==> config.mk <==
export PLATFORM = sky130hd
export DESIGN_NAME = imu_bias_tilt_tracker
export DESIGN_NICKNAME = d
export VERILOG_FILES = /design/src/sv/ibtt_pkg.sv /design/src/sv/ibtt_ctrl.sv /design/src/sv/ibtt_datapath.sv /design/src/sv/imu_bias_tilt_tracker.sv
export VERILOG_INCLUDE_DIRS = /design/src /design/src/sv
export SDC_FILE = /design/constraint.sdc
export NUM_CORES = 2
export LEC_CHECK = 0
export ABC_CLOCK_PERIOD_IN_PS = 15600
export BUFFER_PORTS_ARGS = -buffer_cell sky130_fd_sc_hd__buf_2
export CORE_MARGIN = 2
export CORE_UTILIZATION = 50
export CTS_CLUSTER_DIAMETER = 100
export DETAILED_ROUTE_END_ITERATION = 7
export GPL_TIMING_DRIVEN = 0
export PLACE_DENSITY = 0.7
export SKIP_CTS_REPAIR_TIMING = 1
export SYNTH_ARGS = -nofsm -noshare
export SYNTH_HDL_FRONTEND = slang
export SYNTH_SLANG_ARGS = --single-unit
==> constraint.sdc <==
create_clock -name clock -period 15.6 [get_ports clock]
set_input_delay 2.34 -clock clock [delete_from_list [all_inputs] [get_ports clock]]
set_output_delay 2.34 -clock clock [all_outputs]
set_load 0.01 [all_outputs]
==> src/sv/assert_macros.svh <==
// Assertion macros used by ibtt_ctrl of the tracker RTL
`ifndef ASSERT_MACROS_SVH
`define ASSERT_MACROS_SVH

// same-cycle implication under synchronous reset
`define ASSERT_IMPL(lbl, clk, rst, ante, cons) \
   lbl: assert property (@(posedge clk) disable iff (rst) (ante) |-> (cons)) \
      else $error("same-cycle check failed");

// next-cycle implication under synchronous reset
`define ASSERT_NEXT(lbl, clk, rst, ante, cons) \
   lbl: assert property (@(posedge clk) disable iff (rst) (ante) |=> (cons)) \
      else $error("next-cycle check failed");

`endif

==> src/sv/ibtt_pkg.sv <==
// Shared types, constants and the CORDIC angle table of the tilt tracker
package ibtt_pkg;

   localparam int ATAN_ENTRIES     = 24;
   localparam int CORDIC_STEPS_DEF = 16;
   localparam int STEP_W           = $clog2(ATAN_ENTRIES);
   localparam int BIAS_SLOTS       = 6;

   localparam int CW  = 36;
   localparam int AW  = 34;
   localparam int MAW = 25;
   localparam int MBW = 32;
   localparam int PW  = MAW + MBW;
   localparam int ACW = 66;
   localparam int DW  = 20;

   localparam logic signed [MBW-1:0] HALF_SQRT2_Q16 = 32'sd46341;
   localparam logic signed [MBW-1:0] PI_Q29         = 32'sd1686629713;
   localparam logic signed [AW-1:0]  QUARTER_TURN   = 34'sd1073741824;

   localparam logic [15:0]        BIAS_WEIGHT_RST  = 16'd3277;
   localparam logic [15:0]        ANGLE_WEIGHT_RST = 16'd3277;
   localparam logic signed [15:0] ANGLE_OFFSET_RST = 16'sd106;

   typedef enum logic [1:0] {
      CSR_BIAS_WEIGHT  = 2'd0,
      CSR_ANGLE_WEIGHT = 2'd1,
      CSR_ANGLE_OFFSET = 2'd2
   } csr_index_type;

   typedef enum logic [3:0] {
      OP_NONE,
      OP_LOAD,
      OP_YMUL,
      OP_PRE,
      OP_ITER,
      OP_PLO,
      OP_PHI,
      OP_PSUM,
      OP_ANG,
      OP_TMUL,
      OP_TUPD,
      OP_EMIT
   } op_type;

   typedef struct packed {
      op_type            op;
      logic [STEP_W-1:0] step;
      logic              bias_mul;
      logic              bias_upd;
      logic [1:0]        axis;
   } cmd_type;

   function automatic logic signed [AW-1:0] atan_entry(input logic [STEP_W-1:0] idx);
      logic signed [AW-1:0] v;
      case (idx)
         5'd0:    v = 34'sd536870912;
         5'd1:    v = 34'sd316933406;
         5'd2:    v = 34'sd167458907;
         5'd3:    v = 34'sd85004756;
         5'd4:    v = 34'sd42667331;
         5'd5:    v = 34'sd21354465;
         5'd6:    v = 34'sd10679838;
         5'd7:    v = 34'sd5340245;
         5'd8:    v = 34'sd2670163;
         5'd9:    v = 34'sd1335087;
         5'd10:   v = 34'sd667544;
         5'd11:   v = 34'sd333772;
         5'd12:   v = 34'sd166886;
         5'd13:   v = 34'sd83443;
         5'd14:   v = 34'sd41722;
         5'd15:   v = 34'sd20861;
         5'd16:   v = 34'sd10430;
         5'd17:   v = 34'sd5215;
         5'd18:   v = 34'sd2608;
         5'd19:   v = 34'sd1304;
         5'd20:   v = 34'sd652;
         5'd21:   v = 34'sd326;
         5'd22:   v = 34'sd163;
         5'd23:   v = 34'sd81;
         default: v = '0;
      endcase
      return v;
   endfunction

endpackage

==> src/sv/ibtt_ctrl.sv <==
// Sequencer of the tilt tracker: handshakes, CORDIC step count, datapath commands
`include "assert_macros.svh"

module ibtt_ctrl #(
   parameter int CORDIC_STEPS = ibtt_pkg::CORDIC_STEPS_DEF
) (
   input  logic              clock,
   input  logic              reset,
   input  logic              req_valid,
   input  logic              req_func,
   output logic              req_ready,
   output logic              rsp_valid,
   input  logic              rsp_ready,
   output ibtt_pkg::cmd_type cmd
);
   import ibtt_pkg::*;

   localparam int NSTEPS = (CORDIC_STEPS < ATAN_ENTRIES) ? CORDIC_STEPS : ATAN_ENTRIES;
   localparam logic [STEP_W-1:0] STEP_LAST = STEP_W'(NSTEPS - 1);

   typedef enum logic [3:0] {
      ST_IDLE,
      ST_YMUL,
      ST_PRE,
      ST_ITER,
      ST_PLO,
      ST_PHI,
      ST_PSUM,
      ST_ANG,
      ST_TMUL,
      ST_TUPD,
      ST_EMIT
   } state_type;

   state_type         state_ff, state_in;
   logic [STEP_W-1:0] step_ff, step_in;
   logic              ready_ff, ready_in;
   logic              rsp_valid_ff, rsp_valid_in;
   logic              out_free;

   assign out_free  = !rsp_valid_ff || rsp_ready;
   assign req_ready = ready_ff;
   assign rsp_valid = rsp_valid_ff;

   always_comb begin
      state_in     = state_ff;
      step_in      = step_ff;
      ready_in     = ready_ff;
      rsp_valid_in = rsp_valid_ff && !rsp_ready;
      cmd.op       = OP_NONE;
      cmd.step     = step_ff;
      cmd.bias_mul = 1'b0;
      cmd.bias_upd = 1'b0;
      cmd.axis     = step_ff[2:1];
      unique case (state_ff)
         ST_IDLE: begin
            if (req_valid) begin
               cmd.op   = OP_LOAD;
               ready_in = 1'b0;
               state_in = req_func ? ST_YMUL : ST_EMIT;
            end
         end
         ST_YMUL: begin
            cmd.op   = OP_YMUL;
            state_in = ST_PRE;
         end
         ST_PRE: begin
            cmd.op   = OP_PRE;
            step_in  = '0;
            state_in = ST_ITER;
         end
         ST_ITER: begin
            cmd.op = OP_ITER;
            if (step_ff < STEP_W'(BIAS_SLOTS)) begin
               cmd.bias_mul = !step_ff[0];
               cmd.bias_upd = step_ff[0];
            end
            if (step_ff == STEP_LAST) begin
               state_in = ST_PLO;
            end else begin
               step_in = step_ff + 1'b1;
            end
         end
         ST_PLO: begin
            cmd.op   = OP_PLO;
            state_in = ST_PHI;
         end
         ST_PHI: begin
            cmd.op   = OP_PHI;
            state_in = ST_PSUM;
         end
         ST_PSUM: begin
            cmd.op   = OP_PSUM;
            state_in = ST_ANG;
         end
         ST_ANG: begin
            cmd.op   = OP_ANG;
            state_in = ST_TMUL;
         end
         ST_TMUL: begin
            cmd.op   = OP_TMUL;
            state_in = ST_TUPD;
         end
         ST_TUPD: begin
            cmd.op   = OP_TUPD;
            state_in = ST_EMIT;
         end
         ST_EMIT: begin
            if (out_free) begin
               cmd.op       = OP_EMIT;
               rsp_valid_in = 1'b1;
               ready_in     = 1'b1;
               state_in     = ST_IDLE;
            end
         end
         default: begin
            state_in = ST_IDLE;
            ready_in = 1'b1;
         end
      endcase
   end

   always_ff @(posedge clock) begin
      if (reset) begin
         state_ff     <= ST_IDLE;
         step_ff      <= '0;
         ready_ff     <= 1'b1;
         rsp_valid_ff <= 1'b0;
      end else begin
         state_ff     <= state_in;
         step_ff      <= step_in;
         ready_ff     <= ready_in;
         rsp_valid_ff <= rsp_valid_in;
      end
   end

   `ASSERT_IMPL(a_ready_only_idle, clock, reset, ready_ff, state_ff == ST_IDLE)
   `ASSERT_NEXT(a_cal_starts, clock, reset, req_valid && ready_ff && req_func, state_ff == ST_YMUL)
   `ASSERT_NEXT(a_emit_shows, clock, reset, state_ff == ST_EMIT && out_free, rsp_valid_ff && ready_ff)
   `ASSERT_IMPL(a_step_range, clock, reset, state_ff == ST_ITER, step_ff <= STEP_LAST)

endmodule

==> src/sv/ibtt_datapath.sv <==
// Datapath of the tilt tracker: bias store, shared multiplier, CORDIC, tilt blend, result beat
module ibtt_datapath (
   input  logic                   clock,
   input  logic                   reset,
   input  ibtt_pkg::cmd_type      cmd,
   input  logic                   csr_wr_en,
   input  logic [1:0]             csr_index,
   input  logic [15:0]            csr_wdata,
   input  logic                   req_func,
   input  logic signed [15:0]     req_accel_x,
   input  logic signed [15:0]     req_accel_y,
   input  logic signed [15:0]     req_accel_z,
   input  logic signed [15:0]     req_gyro_x,
   input  logic signed [15:0]     req_gyro_y,
   input  logic signed [15:0]     req_gyro_z,
   output logic signed [15:0]     rsp_rate_x,
   output logic signed [15:0]     rsp_rate_y,
   output logic signed [15:0]     rsp_rate_z,
   output logic signed [15:0]     rsp_acc_out_x,
   output logic signed [15:0]     rsp_acc_out_y,
   output logic signed [15:0]     rsp_acc_out_z,
   output logic signed [15:0]     rsp_tilt
);
   import ibtt_pkg::*;

   localparam logic signed [PW-1:0]  RND16 = PW'(32768);
   localparam logic signed [ACW-1:0] RND48 = ACW'(1) << 47;
   localparam logic signed [PW:0]    MAX24 = (PW+1)'(8388607);
   localparam logic signed [PW:0]    MIN24 = -(PW+1)'(8388608);

   function automatic logic signed [15:0] sat16(input logic signed [PW:0] v);
      logic signed [15:0] r;
      if (v > (PW+1)'(32767)) begin
         r = 16'sh7FFF;
      end else if (v < -(PW+1)'(32768)) begin
         r = 16'sh8000;
      end else begin
         r = v[15:0];
      end
      return r;
   endfunction

   logic [15:0]        bias_weight_ff;
   logic [15:0]        angle_weight_ff;
   logic signed [15:0] angle_offset_ff;

   logic signed [23:0] bias_ff [3];
   logic signed [15:0] tilt_ff, tilt_in;

   logic               func_ff;
   logic signed [15:0] ax_ff, ay_ff, az_ff;
   logic signed [15:0] g_ff [3];

   logic signed [CW-1:0]  x_ff, y_ff, x_in, y_in, xs, ys;
   logic signed [AW-1:0]  ang_ff, ang_in;
   logic                  zero_ff;
   logic signed [PW-1:0]  prod_ff;
   logic signed [ACW-1:0] prod_acc_ff;
   logic signed [DW-1:0]  diff_ff;

   logic signed [MAW-1:0] mul_a;
   logic signed [MBW-1:0] mul_b;
   logic signed [PW-1:0]  mul_p;
   logic signed [16:0]    axy;
   logic signed [24:0]    bias_diff;
   logic signed [PW:0]    bias_sum;
   logic signed [23:0]    bias_new;
   logic signed [PW:0]    tilt_sum;
   logic signed [15:0]    ax_neg;

   logic signed [24:0]    bt [3];
   logic signed [15:0]    rate_w [3];

   logic signed [15:0]    out_rate_ff [3];
   logic signed [15:0]    out_acc_ff [3];
   logic signed [15:0]    out_tilt_ff;

   assign axy       = 17'(ax_ff) + 17'(ay_ff);
   assign bias_diff = 25'(signed'({g_ff[cmd.axis], 8'h00})) - 25'(bias_ff[cmd.axis]);
   assign ax_neg    = (req_accel_x == 16'sh8000) ? 16'sh7FFF : -req_accel_x;

   always_comb begin
      mul_a = '0;
      mul_b = '0;
      if (cmd.bias_mul) begin
         mul_a = bias_diff;
         mul_b = MBW'(bias_weight_ff);
      end else begin
         case (cmd.op)
            OP_YMUL: begin
               mul_a = MAW'(axy);
               mul_b = HALF_SQRT2_Q16;
            end
            OP_PLO: begin
               mul_a = {{(MAW-17){1'b0}}, ang_ff[16:0]};
               mul_b = PI_Q29;
            end
            OP_PHI: begin
               mul_a = MAW'(signed'(ang_ff[AW-1:17]));
               mul_b = PI_Q29;
            end
            OP_TMUL: begin
               mul_a = MAW'(diff_ff);
               mul_b = MBW'(angle_weight_ff);
            end
            default: begin
               mul_a = '0;
               mul_b = '0;
            end
         endcase
      end
   end

   assign mul_p = mul_a * mul_b;

   always_comb begin
      bias_sum = (PW+1)'(bias_ff[cmd.axis]) + (PW+1)'((prod_ff + RND16) >>> 16);
      if (bias_sum > MAX24) begin
         bias_new = 24'sh7FFFFF;
      end else if (bias_sum < MIN24) begin
         bias_new = 24'sh800000;
      end else begin
         bias_new = bias_sum[23:0];
      end
      tilt_sum = (PW+1)'(tilt_ff) + (PW+1)'((prod_ff + RND16) >>> 16);
      tilt_in  = sat16(tilt_sum);
   end

   always_comb begin
      xs     = x_ff >>> cmd.step;
      ys     = y_ff >>> cmd.step;
      x_in   = x_ff;
      y_in   = y_ff;
      ang_in = ang_ff;
      if (cmd.op == OP_PRE) begin
         ang_in = '0;
         if (x_ff < 0) begin
            if (y_ff >= 0) begin
               x_in   = y_ff;
               y_in   = -x_ff;
               ang_in = QUARTER_TURN;
            end else begin
               x_in   = -y_ff;
               y_in   = x_ff;
               ang_in = -QUARTER_TURN;
            end
         end
      end else begin
         if (y_ff > 0) begin
            x_in = x_ff + ys;
            y_in = y_ff - xs;
            if (!zero_ff) begin
               ang_in = ang_ff + atan_entry(cmd.step);
            end
         end else begin
            x_in = x_ff - ys;
            y_in = y_ff + xs;
            if (!zero_ff) begin
               ang_in = ang_ff - atan_entry(cmd.step);
            end
         end
      end
   end

   always_comb begin
      for (int k = 0; k < 3; k++) begin
         bt[k] = (25'(bias_ff[k]) + (bias_ff[k][23] ? 25'sd255 : 25'sd0)) >>> 8;
         if (func_ff) begin
            rate_w[k] = g_ff[k];
         end else begin
            rate_w[k] = sat16((PW+1)'(g_ff[k]) - (PW+1)'(bt[k]));
         end
      end
   end

   always_ff @(posedge clock) begin
      if (reset) begin
         bias_weight_ff  <= BIAS_WEIGHT_RST;
         angle_weight_ff <= ANGLE_WEIGHT_RST;
         angle_offset_ff <= ANGLE_OFFSET_RST;
      end else if (csr_wr_en) begin
         unique case (csr_index)
            CSR_BIAS_WEIGHT:  bias_weight_ff  <= csr_wdata;
            CSR_ANGLE_WEIGHT: angle_weight_ff <= csr_wdata;
            CSR_ANGLE_OFFSET: angle_offset_ff <= signed'(csr_wdata);
            default: begin
            end
         endcase
      end
   end

   always_ff @(posedge clock) begin
      if (reset) begin
         bias_ff[0] <= '0;
         bias_ff[1] <= '0;
         bias_ff[2] <= '0;
         tilt_ff    <= '0;
      end else begin
         if (cmd.bias_upd) begin
            bias_ff[cmd.axis] <= bias_new;
         end
         if (cmd.op == OP_TUPD) begin
            tilt_ff <= tilt_in;
         end
      end
   end

   always_ff @(posedge clock) begin
      if (cmd.bias_mul) begin
         prod_ff <= mul_p;
      end
      unique case (cmd.op)
         OP_LOAD: begin
            func_ff <= req_func;
            ax_ff   <= ax_neg;
            ay_ff   <= req_accel_y;
            az_ff   <= req_accel_z;
            g_ff[0] <= req_gyro_x;
            g_ff[1] <= req_gyro_y;
            g_ff[2] <= req_gyro_z;
         end
         OP_YMUL: begin
            x_ff <= CW'(signed'({az_ff, 16'h0000}));
            y_ff <= CW'(mul_p);
         end
         OP_PRE: begin
            x_ff    <= x_in;
            y_ff    <= y_in;
            ang_ff  <= ang_in;
            zero_ff <= (x_ff == '0) && (y_ff == '0);
         end
         OP_ITER: begin
            x_ff   <= x_in;
            y_ff   <= y_in;
            ang_ff <= ang_in;
         end
         OP_PLO: begin
            prod_ff <= mul_p;
         end
         OP_PHI: begin
            prod_acc_ff <= ACW'(prod_ff) + RND48;
            prod_ff     <= mul_p;
         end
         OP_PSUM: begin
            prod_acc_ff <= prod_acc_ff + (ACW'(prod_ff) <<< 17);
         end
         OP_ANG: begin
            diff_ff <= DW'(signed'(prod_acc_ff[ACW-1:48])) + DW'(angle_offset_ff)
                       - DW'(tilt_ff);
         end
         OP_TMUL: begin
            prod_ff <= mul_p;
         end
         OP_EMIT: begin
            out_rate_ff[0] <= rate_w[0];
            out_rate_ff[1] <= rate_w[1];
            out_rate_ff[2] <= rate_w[2];
            out_acc_ff[0]  <= ax_ff;
            out_acc_ff[1]  <= ay_ff;
            out_acc_ff[2]  <= az_ff;
            out_tilt_ff    <= tilt_ff;
         end
         default: begin
         end
      endcase
   end

   assign rsp_rate_x    = out_rate_ff[0];
   assign rsp_rate_y    = out_rate_ff[1];
   assign rsp_rate_z    = out_rate_ff[2];
   assign rsp_acc_out_x = out_acc_ff[0];
   assign rsp_acc_out_y = out_acc_ff[1];
   assign rsp_acc_out_z = out_acc_ff[2];
   assign rsp_tilt      = out_tilt_ff;

endmodule

==> src/sv/imu_bias_tilt_tracker.sv <==
// Gyro bias tracker and accelerometer tilt filter, top level
//
// Input beats on req_* (valid/ready) carry one frame: func, three accel
// words and three gyro words. Each accepted beat yields one result beat
// on rsp_* (valid/ready) with the three rates, the adjusted accel words
// and the current tilt in Q3.12 radians. Registers are to be written
// through csr_wr_en/csr_index/csr_wdata only while the block is idle;
// the block itself does not enforce this. Measure beats (func 0) skip
// the CORDIC: the frame is loaded, then the result is emitted, and the
// block is ready for the next beat when the result becomes valid.
// Calibrate beats (func 1) run N = min(CORDIC_STEPS, 24) CORDIC steps,
// one micro-rotation per cycle; the bias averages share the multiplier
// during the first six steps, and the angle scale and tilt blend then
// run through PLO, PHI, PSUM, ANG, TMUL and TUPD, of which PLO, PHI and
// TMUL use the multiplier, before the result is emitted.
// A result beat sits in an output register; a new input beat is taken
// while it waits, but the next result holds until the receiver takes it.
// Reset clears the biases and tilt and loads the register defaults.
module imu_bias_tilt_tracker #(
   parameter int CORDIC_STEPS = ibtt_pkg::CORDIC_STEPS_DEF
) (
   input  logic               clock,
   input  logic               reset,
   input  logic               req_valid,
   output logic               req_ready,
   input  logic               req_func,
   input  logic signed [15:0] req_accel_x,
   input  logic signed [15:0] req_accel_y,
   input  logic signed [15:0] req_accel_z,
   input  logic signed [15:0] req_gyro_x,
   input  logic signed [15:0] req_gyro_y,
   input  logic signed [15:0] req_gyro_z,
   output logic               rsp_valid,
   input  logic               rsp_ready,
   output logic signed [15:0] rsp_rate_x,
   output logic signed [15:0] rsp_rate_y,
   output logic signed [15:0] rsp_rate_z,
   output logic signed [15:0] rsp_acc_out_x,
   output logic signed [15:0] rsp_acc_out_y,
   output logic signed [15:0] rsp_acc_out_z,
   output logic signed [15:0] rsp_tilt,
   input  logic               csr_wr_en,
   input  logic [1:0]         csr_index,
   input  logic [15:0]        csr_wdata
);
   import ibtt_pkg::*;

   cmd_type cmd;

   ibtt_ctrl #(
      .CORDIC_STEPS(CORDIC_STEPS)
   ) u_ctrl (
      .clock     (clock),
      .reset     (reset),
      .req_valid (req_valid),
      .req_func  (req_func),
      .req_ready (req_ready),
      .rsp_valid (rsp_valid),
      .rsp_ready (rsp_ready),
      .cmd       (cmd)
   );

   ibtt_datapath u_datapath (
      .clock         (clock),
      .reset         (reset),
      .cmd           (cmd),
      .csr_wr_en     (csr_wr_en),
      .csr_index     (csr_index),
      .csr_wdata     (csr_wdata),
      .req_func      (req_func),
      .req_accel_x   (req_accel_x),
      .req_accel_y   (req_accel_y),
      .req_accel_z   (req_accel_z),
      .req_gyro_x    (req_gyro_x),
      .req_gyro_y    (req_gyro_y),
      .req_gyro_z    (req_gyro_z),
      .rsp_rate_x    (rsp_rate_x),
      .rsp_rate_y    (rsp_rate_y),
      .rsp_rate_z    (rsp_rate_z),
      .rsp_acc_out_x (rsp_acc_out_x),
      .rsp_acc_out_y (rsp_acc_out_y),
      .rsp_acc_out_z (rsp_acc_out_z),
      .rsp_tilt      (rsp_tilt)
   );

endmodule
==> run summary <==
Hold Path Class - flop to flop
Multi-input gate area - 0.0489 mm²
largest net degree at the start of global routing - 51
I/O Buffers - 232
leak pwr - 0.0351 µW
Max FO, Critical Path - 10
layout net count - 9518
final setup margin - 0.960 ns
max frequency - 68.3 MHz
CTS Buffer Depth - 3
asr flop ratio synth - 0%
Netlist Area Pre-Place - 0.0717 mm²
syn_area_per_cell - 9.09 µm²
Crit Path Category - flop to flop
sequential share of the synthesized area - 25.5%
fraction of the cycle the final worst path needs - 93.8%
slowest CP cell - o41ai_2
initial DRC count - 7252
via count - 63400
pre-CTS setup slack - 0.626 ns
Final ANT Viol Nets - 0
Core Region - 0.142 mm²
Slew HR - 0.292%
Die Area - 0.146 mm²
share of cells above drive strength 1 - 7.85%
most frequent standard cell in the layout excluding fill and tap cells - inv_1
status - finished with violations
Slew Viols, Final - 0
CTS Sinks - 645
CTS tree - done
number of synthesized flops with an enable pin - 538
global route overflow - 0
Post-DP HPWL - 233000 µm
slowest stage delay, CP - 0.84 ns
Max-cap violations - 1
number of CTS-inserted buffers - 77
die height - 383 µm
pwr/cell area - 233 mW/mm²
Register Area - 0.0183 mm²
Root Buffer - clkbuf_16
cell row count - 138
Clock Skew - 0.0699 ns
Initial Util - 50.5%
failing checks - max-capacitance violations
worst vdd ir - 0.180 mV
DR DRC count - 0
most frequent cells in the layout - inv_1, nand2_1, ha_1
Final setup violation count - 0
YS warnings - 0
I/O pins - 234
placed insts - 10100
vias in the first global route - 60800
Yosys top cell area share - 22.5%
Layout Cells excl Fill - 10200
gate count of the mapped netlist - 7879
synth-to-layout area growth - 9.31%
clk slew on worst S/H paths - 0.06 ns
clk_lat worst skew - 0.75 ns
Worst Tran Pin Value - 1.48 ns
count of final hold-check violations - 0
Final Critical Period - 14.64 ns
CP arrival - 15.09 ns
top cell type by total area after synthesis - edfxtp_1
Placer Congestion - 1.03
GRT Resource Usage Total - 38.4%
Final TNS setup - 0 ns
Yosys reg bits - 645
fillcell total - 13100
Detailed Route WL - 284000 µm
antenna violations before repair - 19
H-tree levels - 3
Vias per Instance - 6.21
crit path launch type - flop
ranking of synthesized cells by area - edfxtp_1, fa_1, ha_1
most used cell, CP - fa_1
first-pass GRT wire length - 412000 µm
Synth Flop Type - edfxtp_1
Synth cell types - 104
total power draw - 18300 µW
RSZ-0062 raised after global routing - no
required time worst endpoint - 16.05 ns
R2R depth - 41
wire length per cell - 27.8 µm
Setup crit end kind - flop
drt first pass iters - 8
cell depth of the worst min-delay path - 0
die width - 383 µm
==> flip-flops by register name (all words and copies together), names as in the netlist, 20 cells and up, named ones only <==
| name | flops |
|---|---|
| u_datapath.diff_ff | 20 |
| u_datapath.ang_ff | 34 |
| u_datapath.prod_acc_ff | 49 |
| u_datapath.prod_ff | 57 |
| u_datapath.bias_ff | 96 |
| u_datapath.y_ff | 36 |
| u_datapath.x_ff | 36 |
| u_datapath.out_acc_ff | 48 |
| u_datapath.g_ff | 48 |
| u_datapath.out_rate_ff | 48 |
==> where the power goes <==
part           leakage, µW  internal [µW]  switching [µW]  total [µW]
registers          0.00593           2650             766        3410
clock network      0.00123           1060             806        1860
logic               0.0279           4490            8510       13000
total               0.0351           8200           10100       18300
==> routing by layer <==
metal / vias up / track usage [%] / share of wire, %
li1: 28200 / - / -
met4: 14 / 21.8 / 6.8
met1: 30900 / 50.8 / 40
met3: 728 / 7.46 / 9.9
met5: - / 0 / 0.030
met2: 3603 / 58.9 / 44
==> worst max-delay path, delay by kind of cell (launching register included) <==
family	cells	cell delay (ns)
AOI/OAI and AO/OA	16	5.29
xor gates and xnor gates	2	0.45
adders and majority gates	9	4.69
buffers and inverters	10	3.13
DFF	1	0.30
muxes	1	0.16
and+or+nand+nor	3	0.30
==> logic make-up after synthesis <==
kind of cell,count (synthesis),share of synthesized area (%)
AO/OA/AOI/OAI,1871,16.4
XOR/XNOR,616,7.55
adder cells (fa/ha/maj),1152,25.3
buffers and inverters,1203,6.47
flip-flops,645,25.5
multiplexers,194,4.50
other,1,0.00523
AND/OR/NAND/NOR,2197,14.2
==> stage by stage <==
| step | hold WS (ns) | area [µm²] | util [%] |
|---|---|---|---|
| 4_1_cts | 0.458 | 78300 | 55.2 |
| 2_1_floorplan | 0.426 | 71700 | - |
| 3_3_place_gp | 0.437 | 75300 | 53.0 |
| 5_1_grt | 0.468 | 78300 | 55.2 |
| 6_report | 0.457 | 78300 | 55.2 |
| 3_5_place_dp | 0.437 | 75800 | 53.4 |
==> synthesized netlist by cell type (25+ instances only) <==
cell type / count
inv_1: 870
nand2_1: 795
ha_1: 654
a21oi_1: 649
nor2_1: 626
edfxtp_1: 538
fa_1: 498
xnor2_1: 371
o21ai_0: 360
clkbuf_1: 263
xor2_1: 244
a21o_1: 209
nand3_1: 118
dfxtp_1: 107
nor3_1: 104
mux4_2: 99
a211oi_1: 91
nand2b_1: 90
mux2i_1: 72
nor2b_1: 72
a31oi_1: 71
and3_1: 56
o21a_1: 56
and2_1: 54
o21bai_1: 51
nand4_1: 50
or3_1: 47
or2_2: 39
a22oi_1: 38
o22ai_1: 38
o31ai_1: 37
nand3b_1: 34
o211ai_1: 29
buf_1: 27
a21boi_0: 25
==> worst paths after layout <==
check             slack (ns)                                     end                           from
setup / recovery        0.96        u_datapath.prod_ff[48]$_DFFE_PP_                           flop
hold / removal          0.46  u_datapath.out_acc_ff[0][41]$_DFFE_PN_  u_datapath.az_ff[9]$_DFFE_PN_
setup reg to reg        0.96        u_datapath.prod_ff[48]$_DFFE_PP_                           flop
hold reg to reg         0.46  u_datapath.out_acc_ff[0][41]$_DFFE_PN_  u_datapath.az_ff[9]$_DFFE_PN_
==> final cells by class <==
type | instances | area share, %
repair buffers | 265 | 2.04
plain buffers | 328 | 1.73
inverters | 875 | 4.19
multi-input cells | 6054 | 62.4
clock buffers | 97 | 2.57
clock inverters | 44 | 0.628
well taps | 1890 | 3.02
flip-flops and latches | 645 | 23.4
diodes | 12 | 0.0383
Note: power is estimated with default switching activity, not from simulation.
